==> config.mk <==
export PLATFORM = sky130hd
export DESIGN_NAME = adt_lookup
export DESIGN_NICKNAME = d
export VERILOG_FILES = /design/src/hdl/aging_dedup_table_defines.svh /design/src/hdl/adt_pkg.sv /design/src/hdl/adt_lookup.sv
export SDC_FILE = /design/constraint.sdc
export NUM_CORES = 1
export LEC_CHECK = 0
export BUFFER_PORTS_ARGS = -buffer_cell sky130_fd_sc_hd__buf_2
export CAP_MARGIN = 20
export CORE_AREA = 2 2 428 430
export DETAILED_ROUTE_END_ITERATION = 8
export DIE_AREA = 0 0 430 432
export MAX_ROUTING_LAYER = met4
export PLACE_DENSITY_LB_ADDON = 0.05
export REMOVE_ABC_BUFFERS = 1
export SLEW_MARGIN = 20
export SYNTH_ARGS = -nofsm -noshare
export SYNTH_HDL_FRONTEND = slang
export SYNTH_SLANG_ARGS = --single-unit
==> constraint.sdc <==
create_clock -name vclk -period 6.64
set_clock_uncertainty 0.15 [all_clocks]
set_input_delay 0.332 -clock vclk [all_inputs]
set_output_delay 0.332 -clock vclk [all_outputs]
set_load 0.02 [all_outputs]
==> src/hdl/aging_dedup_table_defines.svh <==
// Assertion macros used by the aging dedup table RTL.
`ifndef AGING_DEDUP_TABLE_DEFINES_SVH
`define AGING_DEDUP_TABLE_DEFINES_SVH

// Checked on every clock edge, reset excluded.
`define ADT_ASSERT(lbl, prop, msg) \
  lbl: assert property (@(posedge clk_i) disable iff (!rst_ni) (prop)) else $error(msg);

// Checked on every clock edge, reset included.
`define ADT_ASSERT_ALWAYS(lbl, prop, msg) \
  lbl: assert property (@(posedge clk_i) (prop)) else $error(msg);

`endif

==> src/hdl/adt_pkg.sv <==
package adt_pkg;

  localparam int unsigned Slots = 32;
  localparam int unsigned SlotW = (Slots > 1) ? $clog2(Slots) : 1;
  localparam logic [31:0] LifetimeReset = 32'd5000;

  typedef enum logic {
    OpAge    = 1'b0,
    OpNotify = 1'b1
  } op_e;

  typedef enum logic [2:0] {
    StSwept    = 3'd0,
    StHit      = 3'd1,
    StInserted = 3'd2,
    StNotQual  = 3'd3,
    StFull     = 3'd4
  } status_e;

  typedef struct packed {
    logic             hit;
    logic [SlotW-1:0] hit_idx;
    logic             free_found;
    logic [SlotW-1:0] free_idx;
  } lookup_t;

endpackage

==> src/hdl/adt_lookup.sv <==
module adt_lookup (
  input  logic [adt_pkg::Slots-1:0] active_i,
  input  logic [31:0]               ident_i [adt_pkg::Slots],
  input  logic [31:0]               entity_id_i,
  output adt_pkg::lookup_t          lookup_o
);

  logic [adt_pkg::Slots-1:0] match;

  always_comb begin
    for (int i = 0; i < adt_pkg::Slots; i++) begin
      match[i] = active_i[i] && (ident_i[i] == entity_id_i);
    end
  end

  // Walk from the top down so the lowest qualifying slot wins.
  always_comb begin
    lookup_o = '0;
    for (int i = adt_pkg::Slots - 1; i >= 0; i--) begin
      if (match[i]) begin
        lookup_o.hit     = 1'b1;
        lookup_o.hit_idx = adt_pkg::SlotW'(i);
      end
      if (!active_i[i]) begin
        lookup_o.free_found = 1'b1;
        lookup_o.free_idx   = adt_pkg::SlotW'(i);
      end
    end
  end

endmodule

* Word level (Yosys, flattened, before mapping) *
Index checks and enable logic that the tools add are counted.

operators by class
  eq/ne operators = 32
  mux-type cells = 64
  reductions and logical operators = 32

operator list
  cell                  number
  equality test 32 bit  32
  2-to-1 mux 6 bit      64
  logical AND 1 bit     32

word-level totals
  flip-flop bits (word level) = 0
  input bits = 1088
  output and inout bits = 12
  word-level logic and storage cells = 128

* Depth between registers and ports, before layout *
Gate-level depths: netlist (run 1).

  word-level depth = 34
  gate-level depth with buffers = 15
  depth with buffers taken out = 11

* Least setup slack after synthesis (run 1) *
Ideal clock, no wire load.

  path type = input to output
  from = input port entity_id_i[24]
  to = output port lookup_o[8] in the netlist's numbering
  data arrival time = 2.671 ns
  data required time = 6.158 ns
  path slack = 3.487 ns
  cell stages on the path = 12
  path buffers = 4
  cells stage by stage = buf_2 buf_6 buf_4 buf_2 xnor2_1 nand3_1 or4_1 nand2_1 nor2_1 o21ai_1 a311oi_1 nor3b_1

RTL lines
  item             line             source
  start, declared  adt_lookup.sv:4  input logic [31:0] entity_id_i,
  end, declared    adt_lookup.sv:5  output adt_pkg::lookup_t lookup_o

==> out/results.tsv, run 1 <==
metric	value	unit
family with the most delay on the worst path	simple AND/OR/NAND/NOR gates	
leakage power total	0.00797	uW
final design utilization	11.7	%
relative area change from synthesis to final layout	62.4	%
Die W	430	um
final weighted congestion in routability-driven placement	0.793	
pin count of the biggest net entering global routing	27	
placeable core region	182000	um^2
initial standard-cell utilization of the core	7.21	%
setup TNS	0	ns
worst slack, placed	1.12	ns
worst slew margin relative to its limit	29.9	%
sequential element share of the synthesized area	0	%
nets@finish	3785	
global-route wire length before repair	205000	um
vias in the first global route	18500	
total wire length	167000	um
number of instances resized during post-cts repair	0	
classification of the worst setup path	input pin to primary output	
Final Max Tran Viols	0	
Final setup violation count	0	
count of final hold-check violations	0	
Cell Rows	157	
worst hold-check slack	0.983	ns
leftover overflow at the end of global routing	0	
number of antenna-violating nets in the routed design	0	
Cell Area, Synth	13100	um^2
terminating pin of the worst hold path	lookup_o[1]	
Initial DRC Count	704	
number of max-capacitance violations reported	0	
Distinct cells, synth	49	
maximum operating frequency	195	MHz
synthesized instance count	1656	
maximum cell stage delay along the critical path	0.67	ns
run status	complete, no violations	
critical path cell sequence	buf_4 > buf_4 > buf_4 > xnor2_1 > nand4_1 > nor4_2 > nand4_1 > or4_4 > o221ai_2 > a21boi_1 > o21ai_1 > a21boi_1 > buf_2	
arrival time of the worst setup path	4.64	ns
Setup WS post-layout	1.52	ns
postcts setup bufs	0	
fin crit period	5.12	ns
average routed wire per standard cell	32.7	um
final-layout fill cell count	21400	
hold path depth	4	
Worst IR Drop VDD	0.0000330	V
synthesized area divided by synthesized cell count	7.91	um^2
transition at the pin with the smallest max-transition slack	1.05	ns
HPWL after DPL	143000	um
boundary pin count	1100	
required time reported for the critical path endpoint	6.16	ns
element type at the critical path start	input pin	
cell type of the slowest stage on the worst timing path	sky130_fd_sc_hd__or4_4	
area of the multi-input gates	12000	um^2
remaining design rule violation count	0	
# clk buffers	0	
mean number of vias per cell	3.31	
sequential cells	0	
class of the worst hold path	input pin to primary output	
1st-pass router iterations	7	
total of buffers placed on input and output ports	1100	
vertical extent of the die	432	um
overall via count from detail_route	16900	
Bufs and invs on worst path	4	
critical path capture point type	primary output	
count of yosys warnings during synthesis	0	
P per Cell Area	71.2	nW/um^2
unrepaired setup endpoints after global routing	no	
share of layout cells above drive strength 1	44.2	%
full die area	186000	um^2
antenna violations before repair	149	
Final period util	77.2	%
GRT Overall Usage	17.6	%
footprint of the flip-flops and latches	0	um^2
Hold Startpoint	active_i[1]	
post-cts hold buffer count	0	
largest fanout on the critical path	18	
most common cell type on the critical path	sky130_fd_sc_hd__buf_4	
metrics by stage:
stage	instances	instance area (um^2)	power (uW)
5_1_grt	5106	21300	1630
3_5_place_dp	5080	21200	1550
3_3_place_gp	5080	21200	1580
4_1_cts	5080	21200	1560
6_report	5113	21300	1520
2_1_floorplan	1528	12000	572
Yosys cell counts, types with 11 or more instances:
cell	instances	area share, %
sky130_fd_sc_hd__buf_2	45	1.7
sky130_fd_sc_hd__buf_4	20	1.1
sky130_fd_sc_hd__buf_6	62	5.3
sky130_fd_sc_hd__inv_1	22	0.63
sky130_fd_sc_hd__nand2_1	23	0.66
sky130_fd_sc_hd__nand3_1	40	1.5
sky130_fd_sc_hd__nand4_1	214	10
sky130_fd_sc_hd__nor3_1	11	0.42
sky130_fd_sc_hd__nor4_1	77	3.7
sky130_fd_sc_hd__o21ai_0	13	0.50
sky130_fd_sc_hd__or4_1	18	1.0
sky130_fd_sc_hd__xnor2_1	807	54
sky130_fd_sc_hd__xor2_1	198	13
cell usage in the layout, fill, tap and decap left out, drive strengths merged, types with 3 or more instances in the layout:
master,n
nand3,40
nand2b,6
nand4,215
nor2b,7
a21oi,11
diode,33
a21boi,7
nor2,10
or4,23
xor2,198
nor4,78
o21ai,17
o2111ai,4
nand2,24
a2111oi,3
inv,22
and3,6
nor3b,4
or3,3
a31oi,4
o22ai,4
nor3,11
xnor2,810
and2,6
buf,1167
area by class of cell:
type / instances / area share (%)
Multi-Input combinational cell: 1506 / 56.2
Timing Repair Buffer: 1167 / 29.0
Tap cell: 2385 / 14.0
Inverter: 22 / 0.388
Antenna cell: 33 / 0.388
routing by layer:
layer	wire length (um)	vias up	global-route usage (%)
met5	0	-	-
met4	2680	0	1.51
met3	6070	257	1.94
met2	90400	753	33.7
met1	68100	8168	20.3
li1	-	7752	-
worst min-delay path, cell delays in order:
cell                      delay (ns)
sky130_fd_sc_hd__buf_2          0.17
sky130_fd_sc_hd__nand2_1        0.07
sky130_fd_sc_hd__a31oi_1        0.04
sky130_fd_sc_hd__buf_2          0.18
how the worst max path moves through the flow:
| stage | from | end | slack [ns] | depth (start not counted) |
|---|---|---|---|---|
| final | entity_id_i[17] | lookup_o[6] | 1.52 | 13 |
| after global routing | entity_id_i[17] | lookup_o[6] | 1.25 | 13 |
| after CTS | entity_id_i[17] | lookup_o[6] | 1.12 | 13 |
| after detailed placement | entity_id_i[17] | lookup_o[6] | 1.12 | 13 |
| after global placement | entity_id_i[17] | lookup_o[6] | 1.15 | 13 |
| after floorplan | entity_id_i[15] | lookup_o[8] | 3.65 | 11 |
report_power, final:
part           switching (uW)  internal [uW]  total, uW  leakage [uW]
Combinational             847            668       1520       0.00797
Clock                       0       0.000516   0.000517   0.000000212
Sequential                  0              0          0             0
logic make-up after synthesis:
family | after synthesis | synth area share [%]
AOI/OAI and AO/OA | 60 | 3.07
xor gates and xnor gates | 1008 | 67.6
buffers and inverters | 150 | 8.98
and+or+nand+nor | 438 | 20.4
Note: power is estimated with default switching activity, not from simulation.
==> run 2: changes to the inputs <==
Clock period 6.64 ns to 4.1 ns, I/O delays scaled along.
==> out/results.tsv, run 2 (synthesis gave the netlist of run 1 again) <==
metric	value	unit	change
arrival time of the worst setup path	3.55	ns	was 4.64 ns
terminating pin of the worst hold path	lookup_o[1]		unchanged
P per Cell Area	114	nW/um^2	was 71.2 nW/um^2
classification of the worst setup path	input pin to primary output		unchanged
placeable core region	182000	um^2	unchanged
sequential cells	0		unchanged
Final period util	95.3	%	
overall via count from detail_route	17200		was 16900
final weighted congestion in routability-driven placement	0.815		was 0.793
Hold Startpoint	active_i[2]		was active_i[1]
unrepaired setup endpoints after global routing	no		unchanged
initial standard-cell utilization of the core	7.21	%	unchanged
Die W	430	um	unchanged
vias in the first global route	18800		was 18500
commonest non-fill, non-tap cell in the layout	sky130_fd_sc_hd__buf_2		unchanged
fin crit period	3.91	ns	
Cell Rows	157		unchanged
share of layout cells above drive strength 1	47.1	%	was 44.2%
boundary pin count	1100		unchanged
hold path depth	3		was 4
leftover overflow at the end of global routing	0		unchanged
Final Power	2600	uW	was 1520 uW
full die area	186000	um^2	unchanged
total of buffers placed on input and output ports	1100		unchanged
count of final hold-check violations	0		unchanged
# clk buffers	0		unchanged
Final Max Tran Viols	0		unchanged
1st-pass router iterations	7		unchanged
nets@finish	3904		was 3785
critical path capture point type	primary output		unchanged
average routed wire per standard cell	31.7	um	was 32.7 um
number of antenna-violating nets in the routed design	0		unchanged
run status	complete, no violations		unchanged
antenna violations before repair	152		was 149
total wire length	167000	um	about the same
leakage power total	0.00882	uW	was 0.00797 uW
Worst IR Drop VDD	0.0000422	V	was 0.0000330 V
class of the worst hold path	input pin to primary output		unchanged
Final setup violation count	0		unchanged
post-cts hold buffer count	0		unchanged
pin count of the biggest net entering global routing	19		was 27
required time reported for the critical path endpoint	3.74	ns	was 6.16 ns
global-route wire length before repair	204000	um	was 205000 um
transition at the pin with the smallest max-transition slack	0.771	ns	was 1.05 ns
element type at the critical path start	input pin		unchanged
number of max-capacitance violations reported	0		unchanged
top library cells by usage in the layout, fill and taps aside	1067 x sky130_fd_sc_hd__buf_2, 807 x sky130_fd_sc_hd__xnor2_1, 214 x sky130_fd_sc_hd__nand4_1		was 1068 x sky130_fd_sc_hd__buf_2, 806 x sky130_fd_sc_hd__xnor2_1, 214 x sky130_fd_sc_hd__nand4_1
footprint of the flip-flops and latches	0	um^2	unchanged
HPWL after DPL	148000	um	was 143000 um
setup TNS	0	ns	unchanged
remaining design rule violation count	0		unchanged
mean number of vias per cell	3.28		was 3.31
vertical extent of the die	432	um	unchanged
largest fanout on the critical path	7		was 18
maximum operating frequency	256	MHz	
GRT Overall Usage	17.6	%	about the same
Initial DRC Count	814		was 704
relative area change from synthesis to final layout	74.8	%	was 62.4%
worst slew margin relative to its limit	48.1	%	was 29.9%
-- run 2: worst max-delay path, stage by stage --
cell and delay [ns]:
sky130_fd_sc_hd__buf_4 0.28, sky130_fd_sc_hd__buf_4 0.19, sky130_fd_sc_hd__buf_4 0.24, sky130_fd_sc_hd__xnor2_1 0.15, sky130_fd_sc_hd__nand4_1 0.12, sky130_fd_sc_hd__nor4_1 0.49, sky130_fd_sc_hd__nand4_1 0.28, sky130_fd_sc_hd__buf_4 0.23
sky130_fd_sc_hd__nand2_1 0.10, sky130_fd_sc_hd__a21oi_1 0.06, sky130_fd_sc_hd__buf_4 0.13, sky130_fd_sc_hd__nor2_1 0.08, sky130_fd_sc_hd__nor2_1 0.05, sky130_fd_sc_hd__o2111ai_1 0.30, sky130_fd_sc_hd__a31oi_1 0.19, sky130_fd_sc_hd__o22ai_4 0.21
sky130_fd_sc_hd__buf_2 0.22
-- run 2: how the worst max path moves through the flow --
| stage | start | slack [ns] | endpoint | depth (start not counted) |
|---|---|---|---|---|
| after global placement | entity_id_i[16] | -0.81 | lookup_o[7] | 11 |
| after global routing | entity_id_i[3] | 0.007 | lookup_o[7] | 16 |
| final | entity_id_i[19] | 0.19 | lookup_o[7] | 17 |
| after detailed placement | entity_id_i[7] | -0.80 | lookup_o[7] | 12 |
| after CTS | entity_id_i[26] | 0.003 | lookup_o[7] | 13 |
| after floorplan | entity_id_i[15] | 1.36 | lookup_o[8] | 11 |
-- run 2: per-stage QoR --
step | cells | setup WS, ns | hold WS [ns] | area, um^2 | util (%)
CTS | 5199 | 0.00266 | 0.704 | 22700 | 12.5
detailed placement | 5196 | -0.802 | 0.703 | 22500 | 12.4
finish | 5247 | 0.191 | 0.707 | 22900 | 12.6
floorplan | 1528 | 1.36 | 0.383 | 12000 | -
global route | 5238 | 0.00660 | 0.729 | 22900 | 12.6
global placement | 5196 | -0.810 | 0.717 | 22500 | 12.4
-- run 2: per-layer routing --
layer	track usage, %	wire (um)
met1	19.8	66500
met5	-	0
met3	2.29	6680
met4	2.79	3580
met2	33.3	89700
-- run 2: timing repair --
action | 4_1_cts | 5_1_grt
pin swaps | 10 | 3
setup buffers | 3 | 0
endpoints found under the setup margin | 6 | 5
resized for setup | 40 | 12
hold endpoints to repair | 0 | 0
-- run 2: final cells by class --
| type | count | area (um^2) |
|---|---|---|
| Multi-Input combinational cell | 1506 | 12100 |
| Inverter | 22 | 82.6 |
| Fill cell | 21300 | 159000 |
| Antenna cell | 48 | 120 |
| Timing Repair Buffer | 1286 | 7620 |
| Tap cell | 2385 | 2980 |
-- run 2: power breakdown --
group / total (uW) / internal (uW) / switching, uW
clock: 0.00131 / 0.00131 / 0
combinational: 2600 / 1200 / 1400
sequential: 0 / 0 / 0
==> run 3: changes to the inputs <==
Settings changed: ABC_AREA set to 1, CORE_AREA 2 2 428 430 to 2 2 425 427, DIE_AREA 0 0 430 432 to 0 0 427 429.
==> out/results.tsv, run 3 <==
metric	value	unit	change
run status	complete, no violations		unchanged
Die W	427	um	was 430 um
number of max-capacitance violations reported	0		unchanged
top library cells by usage in the layout, fill and taps aside	1074 x sky130_fd_sc_hd__buf_2, 584 x sky130_fd_sc_hd__nand2_1, 258 x sky130_fd_sc_hd__buf_4		was 1067 x sky130_fd_sc_hd__buf_2, 807 x sky130_fd_sc_hd__xnor2_1, 214 x sky130_fd_sc_hd__nand4_1
Hold Startpoint	active_i[1]		was active_i[2]
fin crit period	3.88	ns	was 3.91 ns
synthesized instance count	2400		was 1656
final weighted congestion in routability-driven placement	0.883		was 0.815
remaining design rule violation count	0		unchanged
final instance area	25400	um^2	was 22900 um^2
Cell Area, Synth	13700	um^2	was 13100 um^2
placed cell areas	24000	um^2	was 22500 um^2
most frequent cells after synthesis	603 x sky130_fd_sc_hd__nand2_1, 231 x sky130_fd_sc_hd__o21ai_0, 216 x sky130_fd_sc_hd__xnor2_1, 174 x sky130_fd_sc_hd__nor2_1, 143 x sky130_fd_sc_hd__o22ai_1		was 807 x sky130_fd_sc_hd__xnor2_1, 214 x sky130_fd_sc_hd__nand4_1, 198 x sky130_fd_sc_hd__xor2_1, 77 x sky130_fd_sc_hd__nor4_1, 62 x sky130_fd_sc_hd__buf_6
arrival time of the worst setup path	3.53	ns	was 3.55 ns
maximum operating frequency	258	MHz	was 256 MHz
sequential element share of the synthesized area	0	%	unchanged
worst slack, placed	-0.485	ns	was -0.802 ns
boundary pin count	1100		unchanged
Cell Rows	155		was 157
Worst Setup SP	entity_id_i[4]		was entity_id_i[19]
count of yosys warnings during synthesis	0		unchanged
element type at the critical path start	input pin		unchanged
relative area change from synthesis to final layout	85.5	%	was 74.8%
final non-filler cell total	6065		was 5247
share of layout cells above drive strength 1	43.7	%	was 47.1%
Worst IR Drop VDD	0.0000539	V	was 0.0000422 V
Net Switching	1770	uW	was 1400 uW
Gate power share	100.0	%	about the same
vertical extent of the die	429	um	was 432 um
final design utilization	14.2	%	was 12.6%
largest fanout on the critical path	9		was 7
full die area	183000	um^2	was 186000 um^2
Final Power	2940	uW	was 2600 uW
mean number of vias per cell	3.97		was 3.28
P per Cell Area	116	nW/um^2	was 114 nW/um^2
footprint of the flip-flops and latches	0	um^2	unchanged
unrepaired setup endpoints after global routing	yes		was no
transition at the pin with the smallest max-transition slack	0.712	ns	was 0.771 ns
initial standard-cell utilization of the core	7.68	%	was 7.21%
critical path capture point type	primary output		unchanged
average routed wire per standard cell	34.7	um	was 31.7 um
nets@finish	4751		was 3904
Final setup violation count	0		unchanged
post-cts hold buffer count	0		unchanged
leakage power total	0.0114	uW	was 0.00882 uW
antenna violations before repair	135		was 152
count of final hold-check violations	0		unchanged
part of the total power dissipated in the clock network	0	%	about the same
share of the synthesized area in the top cell type	16.6	%	was 53.9%
total of buffers placed on input and output ports	1100		unchanged
total wire length	210000	um	was 167000 um
worst slew margin relative to its limit	52.2	%	was 48.1%
library cell with the highest instance count after synthesis	sky130_fd_sc_hd__nand2_1		was sky130_fd_sc_hd__xnor2_1
biggest area contributors in the synthesized netlist	sky130_fd_sc_hd__nand2_1 17%, sky130_fd_sc_hd__xnor2_1 14%, sky130_fd_sc_hd__o21ai_0 8.5%		was sky130_fd_sc_hd__xnor2_1 54%, sky130_fd_sc_hd__xor2_1 13%, sky130_fd_sc_hd__nand4_1 10%
commonest non-fill, non-tap cell in the layout	sky130_fd_sc_hd__buf_2		unchanged
Setup WS post-layout	0.219	ns	was 0.191 ns
cell taking the most area after synthesis	sky130_fd_sc_hd__nand2_1		was sky130_fd_sc_hd__xnor2_1
synthesized area divided by synthesized cell count	5.69	um^2	was 7.91 um^2
# clk buffers	0		unchanged
GRT Overall Usage	22.4	%	was 17.6%
Final period util	94.7	%	was 95.3%
switching part of the total	60.1	%	was 53.7%
Int Pwr	1180	uW	was 1200 uW
Final Max Tran Viols	0		unchanged
placeable core region	178000	um^2	was 182000 um^2
required time reported for the critical path endpoint	3.74	ns	about the same
leftover overflow at the end of global routing	0		unchanged
Initial DRC Count	1550		was 814
overall via count from detail_route	24100		was 17200
vias in the first global route	24400		was 18800
fraction of power consumed by sequential logic	0	%	about the same
1st-pass router iterations	7		unchanged
dpl cells	5983		was 5196
Distinct cells, synth	52		was 49
pin count of the biggest net entering global routing	25		was 19
number of antenna-violating nets in the routed design	0		unchanged
classification of the worst setup path	input pin to primary output		unchanged
sequential cells	0		unchanged
global-route wire length before repair	260000	um	was 204000 um
HPWL after DPL	186000	um	was 148000 um
class of the worst hold path	input pin to primary output		unchanged
run 3: changes by cell type in the layout (fill, tap and decap cells not counted), moves of 23 or more:
cell | before | now
sky130_fd_sc_hd__xnor2_1 | 807 | 214
sky130_fd_sc_hd__nand2_1 | 23 | 584
sky130_fd_sc_hd__o21ai_0 | 13 | 225
sky130_fd_sc_hd__nor2_1 | 9 | 165
sky130_fd_sc_hd__o22ai_1 | 3 | 143
sky130_fd_sc_hd__nand4_1 | 214 | 75
sky130_fd_sc_hd__buf_4 | 156 | 258
sky130_fd_sc_hd__inv_1 | 22 | 112
sky130_fd_sc_hd__xor2_1 | 198 | 124
sky130_fd_sc_hd__a22o_1 | 0 | 70
sky130_fd_sc_hd__or2_2 | 2 | 45
sky130_fd_sc_hd__a211oi_1 | 0 | 32
sky130_fd_sc_hd__a221oi_1 | 0 | 30
sky130_fd_sc_hd__o2111ai_1 | 4 | 27
run 3: path summary, 6_finish.rpt:
kind	to	cells after the start
hold / removal	lookup_o[0]	3
setup / recovery	lookup_o[6]	25
run 3: timing repair:
action	in CTS	in global routing
endpoints found under the setup margin	6	4
setup buffers	9	29
resized for setup	80	151
pin swaps	17	64
cloned	0	2
run 3: logic make-up after synthesis:
group | count (synthesis) | synth area share (%)
and+or+nand+nor | 1116 | 36.7
buffers and inverters | 316 | 11.9
xor gates and xnor gates | 340 | 21.8
AOI/OAI and AO/OA | 628 | 29.7
run 3: stage by stage:
| step | hold slack (ns) | setup TNS, ns |
|---|---|---|
| after floorplan | 0.393 | 0 |
| after global placement | 0.606 | -1.64 |
| after detailed placement | 0.608 | -1.65 |
| after CTS | 0.611 | -0.00445 |
| after global routing | 0.626 | -0.0576 |
| final | 0.604 | 0 |
run 3: area by class of cell:
class | count | area, um^2
antenna | 49 | 123
tap | 2355 | 2950
multi-input combinational | 2084 | 12600
fill | 21100 | 153000
inverter | 143 | 654
timing repair buffer | 1434 | 9060
run 3: power by group through the flow:
stage,logic (uW),registers (uW),clock network (uW)
after detailed placement,2850,0,0
final,2940,0,0.00131
after floorplan,887,0,0
after global routing,3150,0,0.000885
after CTS,2900,0,0
after global placement,2880,0,0
run 3: worst max-delay path: stages:
cell,delay (ns)
sky130_fd_sc_hd__buf_6,0.14
sky130_fd_sc_hd__inv_2,0.14
sky130_fd_sc_hd__buf_4,0.27
sky130_fd_sc_hd__buf_4,0.26
sky130_fd_sc_hd__nor2_1,0.07
sky130_fd_sc_hd__nor4b_2,0.36
sky130_fd_sc_hd__buf_4,0.17
sky130_fd_sc_hd__nand4_1,0.09
sky130_fd_sc_hd__nor4_1,0.31
sky130_fd_sc_hd__buf_4,0.18
sky130_fd_sc_hd__nand4_1,0.17
sky130_fd_sc_hd__buf_4,0.23
sky130_fd_sc_hd__nand2_1,0.06
sky130_fd_sc_hd__nand2_1,0.04
sky130_fd_sc_hd__nand2_1,0.05
sky130_fd_sc_hd__nand2_1,0.04
sky130_fd_sc_hd__nand2_1,0.07
sky130_fd_sc_hd__nand2_1,0.05
sky130_fd_sc_hd__nand2_1,0.07
sky130_fd_sc_hd__nand2_1,0.05
sky130_fd_sc_hd__nand2_1,0.08
sky130_fd_sc_hd__nand2_1,0.06
sky130_fd_sc_hd__nand2_2,0.08
sky130_fd_sc_hd__a21oi_4,0.08
sky130_fd_sc_hd__buf_6,0.13
run 3: routing by layer:
metal	up-vias	wire, um	share of wire, %	GRT usage (%)
li1	11100	-	-	-
met1	11700	90600	43	27.6
met2	1050	108000	51	40.5
met3	257	7920	3.8	1.46
met4	0	4170	2.0	2.91
met5	-	0	0	-
